File: config.mk
export PLATFORM = sky130hd
export DESIGN_NAME = girt_ctrl
export DESIGN_NICKNAME = d
export VERILOG_FILES = /design/src/rtl/core/girt_pkg.sv /design/src/rtl/core/girt_ctrl.sv
export SDC_FILE = /design/constraint.sdc
export NUM_CORES = 1
export LEC_CHECK = 0
export ABC_AREA = 1
export BUFFER_PORTS_ARGS = -buffer_cell sky130_fd_sc_hd__buf_2
export CORE_AREA = 10 10 47 49
export DETAILED_ROUTE_END_ITERATION = 10
export DIE_AREA = 0 0 57 59
export MAX_ROUTING_LAYER = met4
export PLACE_DENSITY = 0.68
export SETUP_SLACK_MARGIN = 0.02
export SLEW_MARGIN = 40
export SYNTH_ARGS = -nofsm -noshare
export SYNTH_HDL_FRONTEND = slang
export SYNTH_SLANG_ARGS = --single-unit
File: constraint.sdc
create_clock -name clk -period 2.93 [get_ports clk]
set_input_delay 0.1465 -clock clk [delete_from_list [all_inputs] [get_ports clk]]
set_output_delay 0.1465 -clock clk [all_outputs]
set_load 0.005 [all_outputs]
File: src/rtl/core/girt_pkg.sv
package girt_pkg;

	localparam int unsigned MAX_ENTITIES_DEF = 1024;
	localparam int unsigned CELL_BITS_DEF    = 16;

	localparam int unsigned REQ_W   = 3;
	localparam int unsigned ID_W    = 10;
	localparam int unsigned POS_W   = 32;
	localparam int unsigned CNT_W   = 11;
	localparam int unsigned CSIZE_W = 31;
	localparam int unsigned RAD_W   = 8;
	localparam int unsigned LRAD_W  = 9;
	localparam int unsigned CIDX_W  = 2;
	localparam int unsigned CDAT_W  = 32;

	localparam logic [CSIZE_W-1:0] CELL_SIZE_RST = 31'd262144;
	localparam logic [RAD_W-1:0]   RADIUS_RST    = 8'd2;
	localparam logic [RAD_W-1:0]   MARGIN_RST    = 8'd1;

	localparam logic [CIDX_W-1:0] CFG_CELL_SIZE = 2'd0;
	localparam logic [CIDX_W-1:0] CFG_RADIUS    = 2'd1;
	localparam logic [CIDX_W-1:0] CFG_MARGIN    = 2'd2;

	localparam logic [REQ_W-1:0] REQ_MOVE   = 3'd0;
	localparam logic [REQ_W-1:0] REQ_REG    = 3'd1;
	localparam logic [REQ_W-1:0] REQ_UPD    = 3'd2;
	localparam logic [REQ_W-1:0] REQ_UNREG  = 3'd3;
	localparam logic [REQ_W-1:0] REQ_QUERY  = 3'd4;
	localparam logic [REQ_W-1:0] REQ_COUNT  = 3'd5;

	typedef struct packed {
		logic in_ready;
		logic capture;
		logic div_start;
		logic div_sel_y;
		logic latch_x;
		logic latch_y;
		logic apply;
		logic clr_wr;
		logic ctr_inc;
		logic walk;
		logic rd_id;
		logic eval_rel;
		logic load_out;
	} cmd_t;

	typedef struct packed {
		logic             in_valid;
		logic [REQ_W-1:0] req_type;
		logic             div_done;
		logic             ctr_last;
		logic             out_free;
	} status_t;

endpackage

File: src/rtl/core/girt_ctrl.sv
module girt_ctrl (
	input  logic              clk,
	input  logic              arst_n,
	input  girt_pkg::status_t st,
	output girt_pkg::cmd_t    cmd
);
	import girt_pkg::*;

	typedef enum logic [3:0] {
		ST_CLEAR, ST_IDLE, ST_DX_GO, ST_DX_WAIT, ST_DY_GO, ST_DY_WAIT,
		ST_APPLY, ST_QRD, ST_QEVAL, ST_CNT, ST_DRAIN, ST_FIN
	} state_t;

	state_t state_q;
	logic   accept;

	assign accept = (state_q == ST_IDLE) && st.in_valid;

	always_ff @(posedge clk or negedge arst_n) begin
		if (!arst_n) begin
			state_q <= ST_CLEAR;
		end else begin
			unique case (state_q)
				ST_CLEAR: if (st.ctr_last) state_q <= ST_IDLE;
				ST_IDLE: begin
					if (accept) begin
						case (st.req_type)
							REQ_MOVE, REQ_REG, REQ_UPD: state_q <= ST_DX_GO;
							REQ_UNREG: state_q <= ST_APPLY;
							REQ_QUERY: state_q <= ST_QRD;
							REQ_COUNT: state_q <= ST_CNT;
							default:   state_q <= ST_FIN;
						endcase
					end
				end
				ST_DX_GO:   state_q <= ST_DX_WAIT;
				ST_DX_WAIT: if (st.div_done) state_q <= ST_DY_GO;
				ST_DY_GO:   state_q <= ST_DY_WAIT;
				ST_DY_WAIT: if (st.div_done) state_q <= ST_APPLY;
				ST_APPLY:   state_q <= ST_FIN;
				ST_QRD:     state_q <= ST_QEVAL;
				ST_QEVAL:   state_q <= ST_FIN;
				ST_CNT:     if (st.ctr_last) state_q <= ST_DRAIN;
				ST_DRAIN:   state_q <= ST_FIN;
				ST_FIN:     if (st.out_free) state_q <= ST_IDLE;
				default:    state_q <= ST_IDLE;
			endcase
		end
	end

	always_comb begin
		cmd           = '0;
		cmd.in_ready  = (state_q == ST_IDLE);
		cmd.capture   = accept;
		cmd.div_start = (state_q == ST_DX_GO) || (state_q == ST_DY_GO);
		cmd.div_sel_y = (state_q == ST_DY_GO);
		cmd.latch_x   = (state_q == ST_DX_WAIT) && st.div_done;
		cmd.latch_y   = (state_q == ST_DY_WAIT) && st.div_done;
		cmd.apply     = (state_q == ST_APPLY);
		cmd.clr_wr    = (state_q == ST_CLEAR);
		cmd.ctr_inc   = (state_q == ST_CLEAR) || (state_q == ST_CNT);
		cmd.walk      = (state_q == ST_CNT);
		cmd.rd_id     = (state_q == ST_QRD);
		cmd.eval_rel  = (state_q == ST_QEVAL);
		cmd.load_out  = (state_q == ST_FIN) && st.out_free;
	end

endmodule

==> results.md, run 1 <==
* Inserted Clock Buffers at 3
* Vias in the first global route at 644
* Setup Buffers After CTS at 0
* Regs by FF count: state_q (4)
* Vert. Die Dim at 59 um
* Library cells used by synthesis at 18
* Worst skew pair latency at 0.25 ns
* Post-synthesis sequential area ratio at 19.00%
* Final setup viols at 0
* Clock Tree Root: clkbuf_4
* Leakage power at 0.4788 nW
* Multi-input gate area at 355.3 um^2
* Crit Path Class: flip-flop to primary output
* Status: finished clean
* Worst-margin pin slew at 0.2765 ns
* Startpoint types: flip-flop
* Diode count at 0
* Synthesized Nets at 97
* Total Wirelength at 1580 um
* Share of layout cells above drive strength 1 at 40.18%
* Pre-antenna DRT Iters at 4
* Synth Register Bits at 4
* Util after Layout at 48.30%
* Largest net degree at the start of global routing at 7
* Slew HR at 81.55%
* Port-buffer cells at 21
* CTS tree: done
* FP Rows at 14
* DR WL/cell at 12.34 um
* Via density at 4.961
* Final Skew at 0.01525 ns
* Area Growth Syn to Fin at 28.50%
* Initial cell density of the core at 37.59%
* Hold slack final at 0.2140 ns
* Cells after synthesis at 88
* Max Slew Vio Count at 0
* Global-route wire length before repair at 2539 um
* Core Region at 0.001401 mm^2
* Critical Path AT at 1.33 ns
* Full die area at 0.003363 mm^2
* Cell area after synthesis at 526.8 um^2
* Fmax at 0.6786 GHz
* Initial antenna violation count at 0
* Reg with most FFs: state_q
* CP required at 2.78 ns
* Storage cell area at 100.1 um^2
* Setup total negative slack at 0 ns
* Synth Warn # at 0
* FILL cells at 163
* DRC viols at 0
* PwrDens at 991.6 mW/mm^2
* Synthesized area per cell at 5.986 um^2
* Max-Cap Viols at 0
* Worst hold path class: input pin to flip-flop
* CTS H-tree lvls at 1
* Tmin final at 1.474 ns
* DRT iter0 DRCs at 19
* Die width at 57 um
* IO Pins at 22
* Clock Sink Count at 4
* Worst VDD drop at 0.0005671 V
* Worst Path Max Fanout at 5
* Final period util at 50.29%
* Grt total ovfl at 0
* Post-CTS Resized at 0
* RSZ-0062 raised after global routing: false
* Max Root-Sink Buffers at 2
* DR vias at 635
* Max FFs per register at 4
* Clock transition at the registers of the reported paths at 0.05 ns
* Crit end category: primary output
* Post-DP HPWL at 1330 um
* Layout net count at 123
* Antenna Violating Nets Remaining at 0
* Fin. Hold Viols at 0
* Gr usage total at 9.471%
* GPL Wtd Cong at 0.8390
## cell usage after synthesis, drive strengths merged
library cell  instances  share of area (%)
o21ai                 3                2.8
a21oi                 2                1.9
nor4                  1                1.2
dfrtp                 4                 19
nand3                 5                5.7
buf                   1                1.4
nand2                34                 33
nand3b                2                2.8
o21bai                2                2.8
nor2                 17                 17
inv                  17                 12
## power by group
group          switching, mW  internal, mW  leakage (nW)
combinational          0.294         0.175         0.415
sequential            0.0433        0.0823        0.0504
clock                 0.0302        0.0463        0.0138
total                  0.367         0.304         0.479
## layer usage
metal,share of wire (%),wire (um),GRT usage [%]
met3,6.9,109,3.004
met5,0,0,-
met1,39,621,8.571
met2,48,760,16.59
met4,5.6,88,6.711
## metrics by stage
step	instance area (um^2)	power, mW	worst slack, ns	std cells
2_1_floorplan	526.8	0.4696	1.773	88
3_3_place_gp	644.4	0.5908	1.629	124
3_5_place_dp	644.4	0.5952	1.641	124
4_1_cts	676.9	0.6769	1.455	128
5_1_grt	676.9	0.7477	1.383	128
6_report	676.9	0.6712	1.456	128
## critical path, cell delays in order (launching register included)
cell,delay [ns]
dfrtp_1,0.44
nor2_2,0.28
nand2_2,0.14
nand2_4,0.10
buf_2,0.11
## cells by family (layout without fill, tap and decap cells)
family | after synthesis | after routing | share of synthesized area (%)
simple gates | 59 | 59 | 59.86
buf+inv | 18 | 42 | 13.54
compound gates | 7 | 7 | 7.599
flops | 4 | 4 | 19.00
## cell type report
class	instances	share of cell area, %
inverters	17	9.427
clock buffers	3	3.327
well taps	16	2.957
multi-input cells	66	52.50
flip-flops and latches	4	14.79
repair buffers	22	17.01
## placed cells by master (no fill, tap or decap), drive strengths merged
| cell | instances |
|---|---|
| nand2 | 34 |
| buf | 21 |
| inv | 17 |
| nor2 | 17 |
| nand3 | 5 |
| dfrtp | 4 |
| clkbuf | 3 |
| o21ai | 3 |
| o21bai | 2 |
| nand3b | 2 |
| a21oi | 2 |
| nor4 | 1 |
| dlygate4sd3 | 1 |
## final timing paths
check | from | end | slack (ns) | cells after the start
max in group asynchronous | arst_n | state_q[1] | 2.56 | 2
min in group asynchronous | arst_n | state_q[3] | 0.23 | 2
worst max-delay path | state_q[3] | cmd[4] | 1.46 | 4
worst max register to register | state_q[3] | state_q[1] | 1.60 | 8
worst min-delay path | st[2] | state_q[2] | 0.21 | 3
worst min register to register | state_q[0] | state_q[0] | 0.60 | 2
## what timing repair did
action,in CTS,in global routing
endpoints found under the setup margin,0,0
hold endpoints to repair,4,0
hold buffers,1,0
(Power assumes the default switching activity.)
==> run 2, diff against run 1 <==
--- a/config.mk
+++ b/config.mk
@@ -5,13 +5,13 @@
 export SDC_FILE = /design/constraint.sdc
 export NUM_CORES = 1
 export LEC_CHECK = 0
-export ABC_AREA = 1
+export ABC_AREA = 0
 export BUFFER_PORTS_ARGS = -buffer_cell sky130_fd_sc_hd__buf_2
-export CORE_AREA = 10 10 47 49
+export CORE_MARGIN = 10
+export CORE_UTILIZATION = 41
 export DETAILED_ROUTE_END_ITERATION = 10
-export DIE_AREA = 0 0 57 59
 export MAX_ROUTING_LAYER = met4
-export PLACE_DENSITY = 0.68
+export PLACE_DENSITY = 0.73
 export SETUP_SLACK_MARGIN = 0.02
 export SLEW_MARGIN = 40
 export SYNTH_ARGS = -nofsm -noshare
==> constraint.sdc (replaced) <==
create_clock -name clk -period 1.3 [get_ports clk]
set_input_delay 0.065 -clock clk [delete_from_list [all_inputs] [get_ports clk]]
set_output_delay 0.065 -clock clk [all_outputs]
set_load 0.005 [all_outputs]
==> run 2 against run 1 <==
The run now ends with negative setup slack left. Core utilization up 41 points. Wire length rose by 64%. Non-clock buffer count increased by 28. Clock power rose by 120%. Clock skew decreased by 0.0096 ns. Setup slack worse by 1.7 ns. Area after synthesis increased by 1.4%. Power rose to 4.0 times the previous value. Synthesized cell count decreased by 24%. Critical path type is now flip-flop to flip-flop. Critical endpoint is now state_q[0]. Highest routed layer unchanged.
==> results.md, run 2 <==
* Met2 Routed Length at 1322 um (+74%)
* Number of flops mapped to enable cells by yosys at 0 (unchanged)
* Via density at 5.984 (+21%)
* Library cells used by synthesis at 39 (+21)
* Simple-gate share of the synthesized area at 47.31% (-13 points)
* Share of synthesized registers carrying an async set or reset at 100.0% (unchanged)
* Status: finished with violations
* Most common cell after layout, fill and taps aside: buf_2
* Final non-filler cell total at 127 (-0.78%)
* Initial cell density of the core at 45.62% (+8.0 points)
* Multi-input gate area at 504.2 um^2 (+42%)
* Port-buffer cells at 21 (unchanged)
* DR vias at 760 (+20%)
* GPL Wtd Cong at 0.8652 (+3.1%)
* Top cells by area, synth: dfrtp_1 19%, nor3_1 6.6%, nand2b_1 5.9%, buf_6 4.2%, nor2_1 3.5%
* Vert. Die Dim at 56.10 um (-4.9%)
* Hold Path Origin: st[1]
* Yosys top cell area share at 18.74% (-0.27 points)
* DRT iter0 DRCs at 26 (+7)
* PnR worst setup slack at -0.2931 ns (-1.749 ns)
* Failing checks: negative setup slack
* Complex-gate fraction of the synthesized area at 19.44% (+12 points)
* Cells after synthesis at 67 (-24%)
* Largest family of logic cells by synthesized area: simple AND/OR/NAND/NOR gates
* Post-Synth XOR/XNOR Area at 3.279% (+3.3 points)
* Gr usage total at 14.62% (+5.1 points)
* Area Growth Syn to Fin at 96.72%
* Met3 routed WL at 196 um (+80%)
* FP Rows at 12 (-2)
* Adder-cell share of the synthesized area at 0% (unchanged)
* Setup total negative slack at -2.796 ns (-2.796 ns)
* Synth cell count leaders: 7 x nor3_1, 5 x nand2b_1, 5 x nor2_1
* Post-synthesis mux area share at 0% (unchanged)
* DRC viols at 0 (unchanged)
* Tmin final at 1.593 ns
* IO Pins at 22 (unchanged)
* Cell area after synthesis at 534.3 um^2 (+1.4%)
* Worst R2R Start: state_q[1]
* Antenna Violating Nets Remaining at 0 (unchanged)
* CTS tree: done
* Post-DP HPWL at 1469 um (+10%)
* Clock transition at the registers of the reported paths at 0.04 ns (about the same)
* Max layer used: met4
* Synth Warn # at 0 (unchanged)
* Total Wirelength at 2584 um (+64%)
* Full die area at 0.003147 mm^2 (-6.4%)
* Crit path from: state_q[1]
* Worst path max stage delay at 0.48 ns (+0.04 ns)
* Pre-antenna DRT Iters at 4 (unchanged)
* CTS H-tree lvls at 1 (unchanged)
* Crit Path Class: flip-flop to flip-flop
* Worst VDD drop at 0.001606 V (+180%)
* Inserted Clock Buffers at 3 (unchanged)
* Final Skew at 0.005649 ns (-0.009605 ns)
* DR WL/cell at 20.35 um (+65%)
* Final period util at 122.5%
* Cell taking the most area after synthesis: dfrtp_1
* PwrDens at 2538 mW/mm^2 (+160%)
* Diode count at 0 (unchanged)
* Cell Area, Placed at 753.2 um^2 (+17%)
* Fin. Hold Viols at 0 (unchanged)
* Synthesized area per cell at 7.974 um^2 (+33%)
* RSZ-0062 raised after global routing: true
* CP required at 1.46 ns (-1.32 ns)
* Pre-CTS setup slack at -0.3315 ns (-1.972 ns)
* Crit end category: flip-flop
* Global-route wire length before repair at 3746 um (+48%)
* Largest net degree at the start of global routing at 10 (+3)
* Share of layout cells above drive strength 1 at 71.68% (+32 points)
* Slew HR at 72.60% (-8.9 points)
* Storage cell area at 103.9 um^2 (+3.8%)
* Clock Sink Count at 4 (unchanged)
* Synth Register Bits at 4 (unchanged)
* Startpoint types: flip-flop
* Max-Cap Viols at 0 (unchanged)
* Worst skew pair latency at 0.24 ns (about the same)
* Reg with most FFs: state_q
* Final instance area at 0.001051 mm^2 (+55%)
* Core Region at 0.001171 mm^2 (-16%)
* Max Root-Sink Buffers at 2 (unchanged)
* Synthesized Nets at 76 (-22%)
* Critical Path AT at 1.75 ns (+0.42 ns)
* Grt total ovfl at 0 (unchanged)
* FF-to-FF setup slack at -0.29 ns (-1.89 ns)
* Crit-path cells: buf_4 -> buf_6 -> or4b_4 -> and3_4 -> a22oi_2
* Max Slew Vio Count at 0 (unchanged)
* Regs by FF count: state_q (4)
* FILL cells at 51 (-69%)
* Max FFs per register at 4 (unchanged)
* Total power at 2.668 mW (+300%)
* Worst path slowest cell: or4b_4
* Layout net count at 124 (+0.81%)
* Vias in the first global route at 783 (+22%)
* Fmax at 0.6277 GHz
* Worst Path Max Fanout at 7 (+2)
* Worst-margin pin slew at 0.4052 ns (+0.1287 ns)
* Placed Instances at 114 (-8.1%)
* Worst hold path class: input pin to flip-flop
* Met1 WL at 976 um (+57%)
* Initial antenna violation count at 0 (unchanged)
* Most frequent cell after synthesis: nor3_1
* Die width at 56.10 um (-1.6%)
* Final setup viols at 17 (+17)
* Post-synthesis sequential area ratio at 18.74% (-0.27 points)
* Clock Tree Root: clkbuf_4
* Predominant post-synthesis flop cell: dfrtp_1
* Leakage power at 0.4896 nW (+2.2%)
* Most frequent cells in the layout: 20 x buf_2, 15 x buf_6, 13 x buf_4, 5 x nor3_2
## run 2: changes by cell type after synthesis, moves of 3 or more
cell      before  now
nand2_1       24    3
inv_1         12    3
nor2_1        12    5
nor3_1         0    7
nand2_2        6    0
inv_2          5    0
nand2b_1       0    5
nand2_4        4    0
buf_2          0    3
nand3_1        4    1
nor2_4         3    0
## run 2: what timing repair did
item                                   CTS  global route
resized for setup                       33            11
hold buffers                             1             0
pin swaps                               10             4
setup endpoints to repair               17            17
endpoints found under the hold margin    4             0
buffers inserted                         5             4
## run 2: kinds of logic (layout without fill, tap and decap cells)
group | count (synthesis) | after routing
compound gates | 12 | 12
simple gates | 39 | 39
buf+inv | 10 | 56
flops | 4 | 4
xor+xnor | 2 | 2
## run 2: final cells by class
type / count / share of cell area [%]
inverters: 3 / 1.071
repair buffers: 50 / 37.26
well taps: 14 / 1.667
flip-flops and latches: 4 / 9.881
clock buffers: 3 / 2.143
multi-input cells: 53 / 47.98
## run 2: path summary, 6_finish.rpt
kind | to | cells past startpoint
max | state_q[0] | 5
min | state_q[0] | 3
max reg2reg | state_q[0] | 5
min reg2reg | state_q[2] | 3
max in group asynchronous | state_q[3] | 2
min in group asynchronous | state_q[0] | 2
## run 2: routing by layer
metal / up-vias / track usage [%]
li1: 340 / -
met1: 366 / 14.97
met2: 46 / 25.35
met3: 8 / 2.278
met4: 0 / 8.874
met5: - / -
## run 2: where the power goes
part	internal, mW	switching [mW]	leakage (nW)
clock network	0.104	0.0606	0.0138
logic	1.20	0.980	0.431
registers	0.195	0.127	0.0449
total	1.50	1.17	0.490
## run 2: stage by stage
stage	hold slack, ns	utilization (%)
2_1_floorplan	-0.2306	-
3_3_place_gp	-0.1280	64.32
3_5_place_dp	-0.1244	64.32
4_1_cts	0.1351	83.33
5_1_grt	0.1411	89.74
6_report	0.1484	89.74
## run 2: worst max-delay path: cells and delay by family, from the launching register on
| kind | cells | cell delay [ns] |
|---|---|---|
| and+or+nand+nor | 2 | 0.65 |
| DFF | 1 | 0.46 |
| buffers and inverters | 2 | 0.27 |
| AOI/OAI and AO/OA | 1 | 0.13 |
==> run 3, diff against run 2 <==
--- a/config.mk
+++ b/config.mk
@@ -7,12 +7,14 @@
 export LEC_CHECK = 0
 export ABC_AREA = 0
 export BUFFER_PORTS_ARGS = -buffer_cell sky130_fd_sc_hd__buf_2
-export CORE_MARGIN = 10
-export CORE_UTILIZATION = 41
+export CAP_MARGIN = 10
+export CORE_AREA = 10 10 47 49
 export DETAILED_ROUTE_END_ITERATION = 10
+export DIE_AREA = 0 0 57 59
 export MAX_ROUTING_LAYER = met4
-export PLACE_DENSITY = 0.73
+export PLACE_DENSITY = 0.69
 export SETUP_SLACK_MARGIN = 0.02
+export SKIP_CTS_REPAIR_TIMING = 1
 export SLEW_MARGIN = 40
 export SYNTH_ARGS = -nofsm -noshare
 export SYNTH_HDL_FRONTEND = slang
==> constraint.sdc (replaced) <==
create_clock -name clk -period 2 [get_ports clk]
set_input_delay 0.1 -clock clk [delete_from_list [all_inputs] [get_ports clk]]
set_output_delay 0.1 -clock clk [all_outputs]
set_load 0.005 [all_outputs]
==> run 3 against run 2 <==
Clock-buffer cell count unchanged. Die area up 6.9%. The flow now finishes without violations. Critical endpoint is now state_q[3]. Highest routed layer is now met3. Via count down 24%. Final cell count down 17%. Clock skew down 0.0028 ns. Core utilization down 41 points. Critical path depth down 1. Largest power group unchanged. Flip-flop and latch count unchanged.
==> results.md, run 3 (synthesis results as in run 2) <==
* Status: finished clean
* PwrDens at 1416 mW/mm^2 (-44%)
* Crit end category: flip-flop
* Gate power share at 67.7% (-14 points)
* Setup total negative slack at 0 ns (+2.796 ns)
* Leakage power at 0.3216 nW (-34%)
* IO Pins at 22 (unchanged)
* Total Wirelength at 1449 um (-44%)
* Most frequent cells in the layout: 21 x buf_2, 7 x nor3_1, 5 x nand2b_1, 5 x nor2_1, 5 x buf_4
* Tmin final at 1.614 ns (+0.02121 ns)
* P_sw at 0.4521 mW (-61%)
* Clock Tree Root: clkbuf_4
* Final Skew at 0.002845 ns (-0.002805 ns)
* Clock Sink Count at 4 (unchanged)
* DR WL/cell at 13.67 um (-33%)
* Diode count at 0 (unchanged)
* Global-route wire length before repair at 2497 um (-33%)
* Flop pwr share at 21.7% (+9.6 points)
* Sw Ratio at 46.92% (+3.2 points)
* Worst hold path class: input pin to flip-flop
* Max FFs per register at 4 (unchanged)
* DRC viols at 0 (unchanged)
* Inserted Clock Buffers at 3 (unchanged)
* Vias in the first global route at 583 (-26%)
* Worst VDD drop at 0.0006769 V (-58%)
* Layout net count at 101 (-19%)
* DRT iter0 DRCs at 13 (-50%)
* Reg with most FFs: state_q
* Grt total ovfl at 0 (unchanged)
* Cell Area, Placed at 648.1 um^2 (-14%)
* Max-Cap Viols at 0 (unchanged)
* CP required at 2.12 ns (+0.66 ns)
* Initial antenna violation count at 0 (unchanged)
* Max Root-Sink Buffers at 2 (unchanged)
* Clock transition at the registers of the reported paths at 0.04 ns (about the same)
* Fmax at 0.6195 GHz (-1.3%)
* Crit Path Class: flip-flop to flip-flop
* Worst-margin pin slew at 0.3342 ns (-0.07101 ns)
* DR vias at 574 (-24%)
* Regs by FF count: state_q (4)
* Max Slew Vio Count at 0 (unchanged)
* Initial cell density of the core at 38.12% (-7.5 points)
* Critical Path AT at 1.73 ns (-0.02 ns)
* Via density at 5.415 (-9.5%)
* Full die area at 0.003363 mm^2 (+6.9%)
* CTS tree: done
* Pre-antenna DRT Iters at 6 (+2)
* FP Rows at 14 (+2)
* Share of layout cells above drive strength 1 at 41.11% (-31 points)
* Largest net degree at the start of global routing at 12 (+2)
* Post-DP HPWL at 1200 um (-18%)
* Slew HR at 77.53% (+4.9 points)
* Die width at 57 um (+1.6%)
* RSZ-0062 raised after global routing: false
* Core Region at 0.001401 mm^2 (+20%)
* Vert. Die Dim at 59 um (+5.2%)
* Power share of the clock group at 10.6% (+4.4 points)
* P_int at 0.5114 mW (-66%)
* Final period util at 80.72% (-42 points)
* Worst skew pair latency at 0.24 ns (about the same)
* Total power at 0.9635 mW (-64%)
* CTS H-tree lvls at 1 (unchanged)
* Final setup viols at 0 (-17)
* Area Growth Syn to Fin at 27.40%
* Most common cell after layout, fill and taps aside: buf_2
* Antenna Violating Nets Remaining at 0 (unchanged)
* Startpoint types: flip-flop
* GPL Wtd Cong at 0.8245 (-4.7%)
* Final instance area at 680.7 um^2 (-35%)
* Fin. Hold Viols at 0 (unchanged)
* Gr usage total at 8.929% (-5.7 points)
* Worst Path Max Fanout at 11 (+4)
* Port-buffer cells at 21 (unchanged)
* FF-to-FF setup slack at 0.39 ns (+0.68 ns)
[run 3: changes by cell type in the layout (fill, tap and decap cells not counted), moves of 2 or more]
cell	delta
nor3_2	-4
nand2b_4	-3
nor2_1	+2
buf_6	-15
nor3_1	+6
nor3_4	-2
nand2b_1	+2
buf_4	-8
dfrtp_2	-3
dfrtp_1	+3
[run 3: cell type report]
cell class              instances  area (um^2)
clock buffers                   3        22.52
fillers                       142        720.7
inverters                       3        11.26
multi-input cells              53        374.1
flip-flops and latches          4        100.1
well taps                      16        20.02
repair buffers                 27        152.6
[run 3: layer usage]
metal  up-vias  track usage, %  part of all wire (%)
li1        289               -                     -
met1       264           9.857                    47
met2        21           15.35                    50
met3         0           2.790                   3.5
met4         0           2.013                     0
met5         -               -                     0
[run 3: power by group through the flow]
stage                     sequential (mW)  combinational [mW]  clock (mW)
after floorplan                     0.150               0.536           0
after global placement              0.208               0.652           0
after detailed placement            0.211               0.655           0
after CTS                           0.208               0.658       0.105
after global routing                0.218               0.721       0.113
final                               0.209               0.652       0.102
[run 3: metrics by stage]
| step | hold WS, ns | setup WS [ns] | cells | utilization (%) |
|---|---|---|---|---|
| 6_report | 0.1725 | 0.3857 | 106 | 48.57 |
| 5_1_grt | 0.1972 | 0.3268 | 106 | 48.57 |
| 4_1_cts | -0.3392 | 0.3910 | 105 | 47.86 |
| 3_5_place_dp | -0.08766 | 0.3820 | 102 | 46.25 |
| 3_3_place_gp | -0.08671 | 0.4038 | 102 | 46.25 |
| 2_1_floorplan | -0.1956 | 0.5082 | 67 | - |
[run 3: path summary, 6_finish.rpt]
path | end | cells after the start | start
max | state_q[3] | 4 | state_q[3]
min | state_q[0] | 3 | st[1]
max reg2reg | state_q[3] | 4 | state_q[3]
min reg2reg | state_q[2] | 2 | state_q[2]
max in group asynchronous | state_q[0] | 2 | arst_n
min in group asynchronous | state_q[3] | 2 | arst_n
[run 3: worst max-delay path, cell delays in order (launching register included)]
cell	delay, ns
dfrtp_1	0.52
or3b_4	0.44
a21oi_4	0.20
nor3_2	0.08
a211o_1	0.26
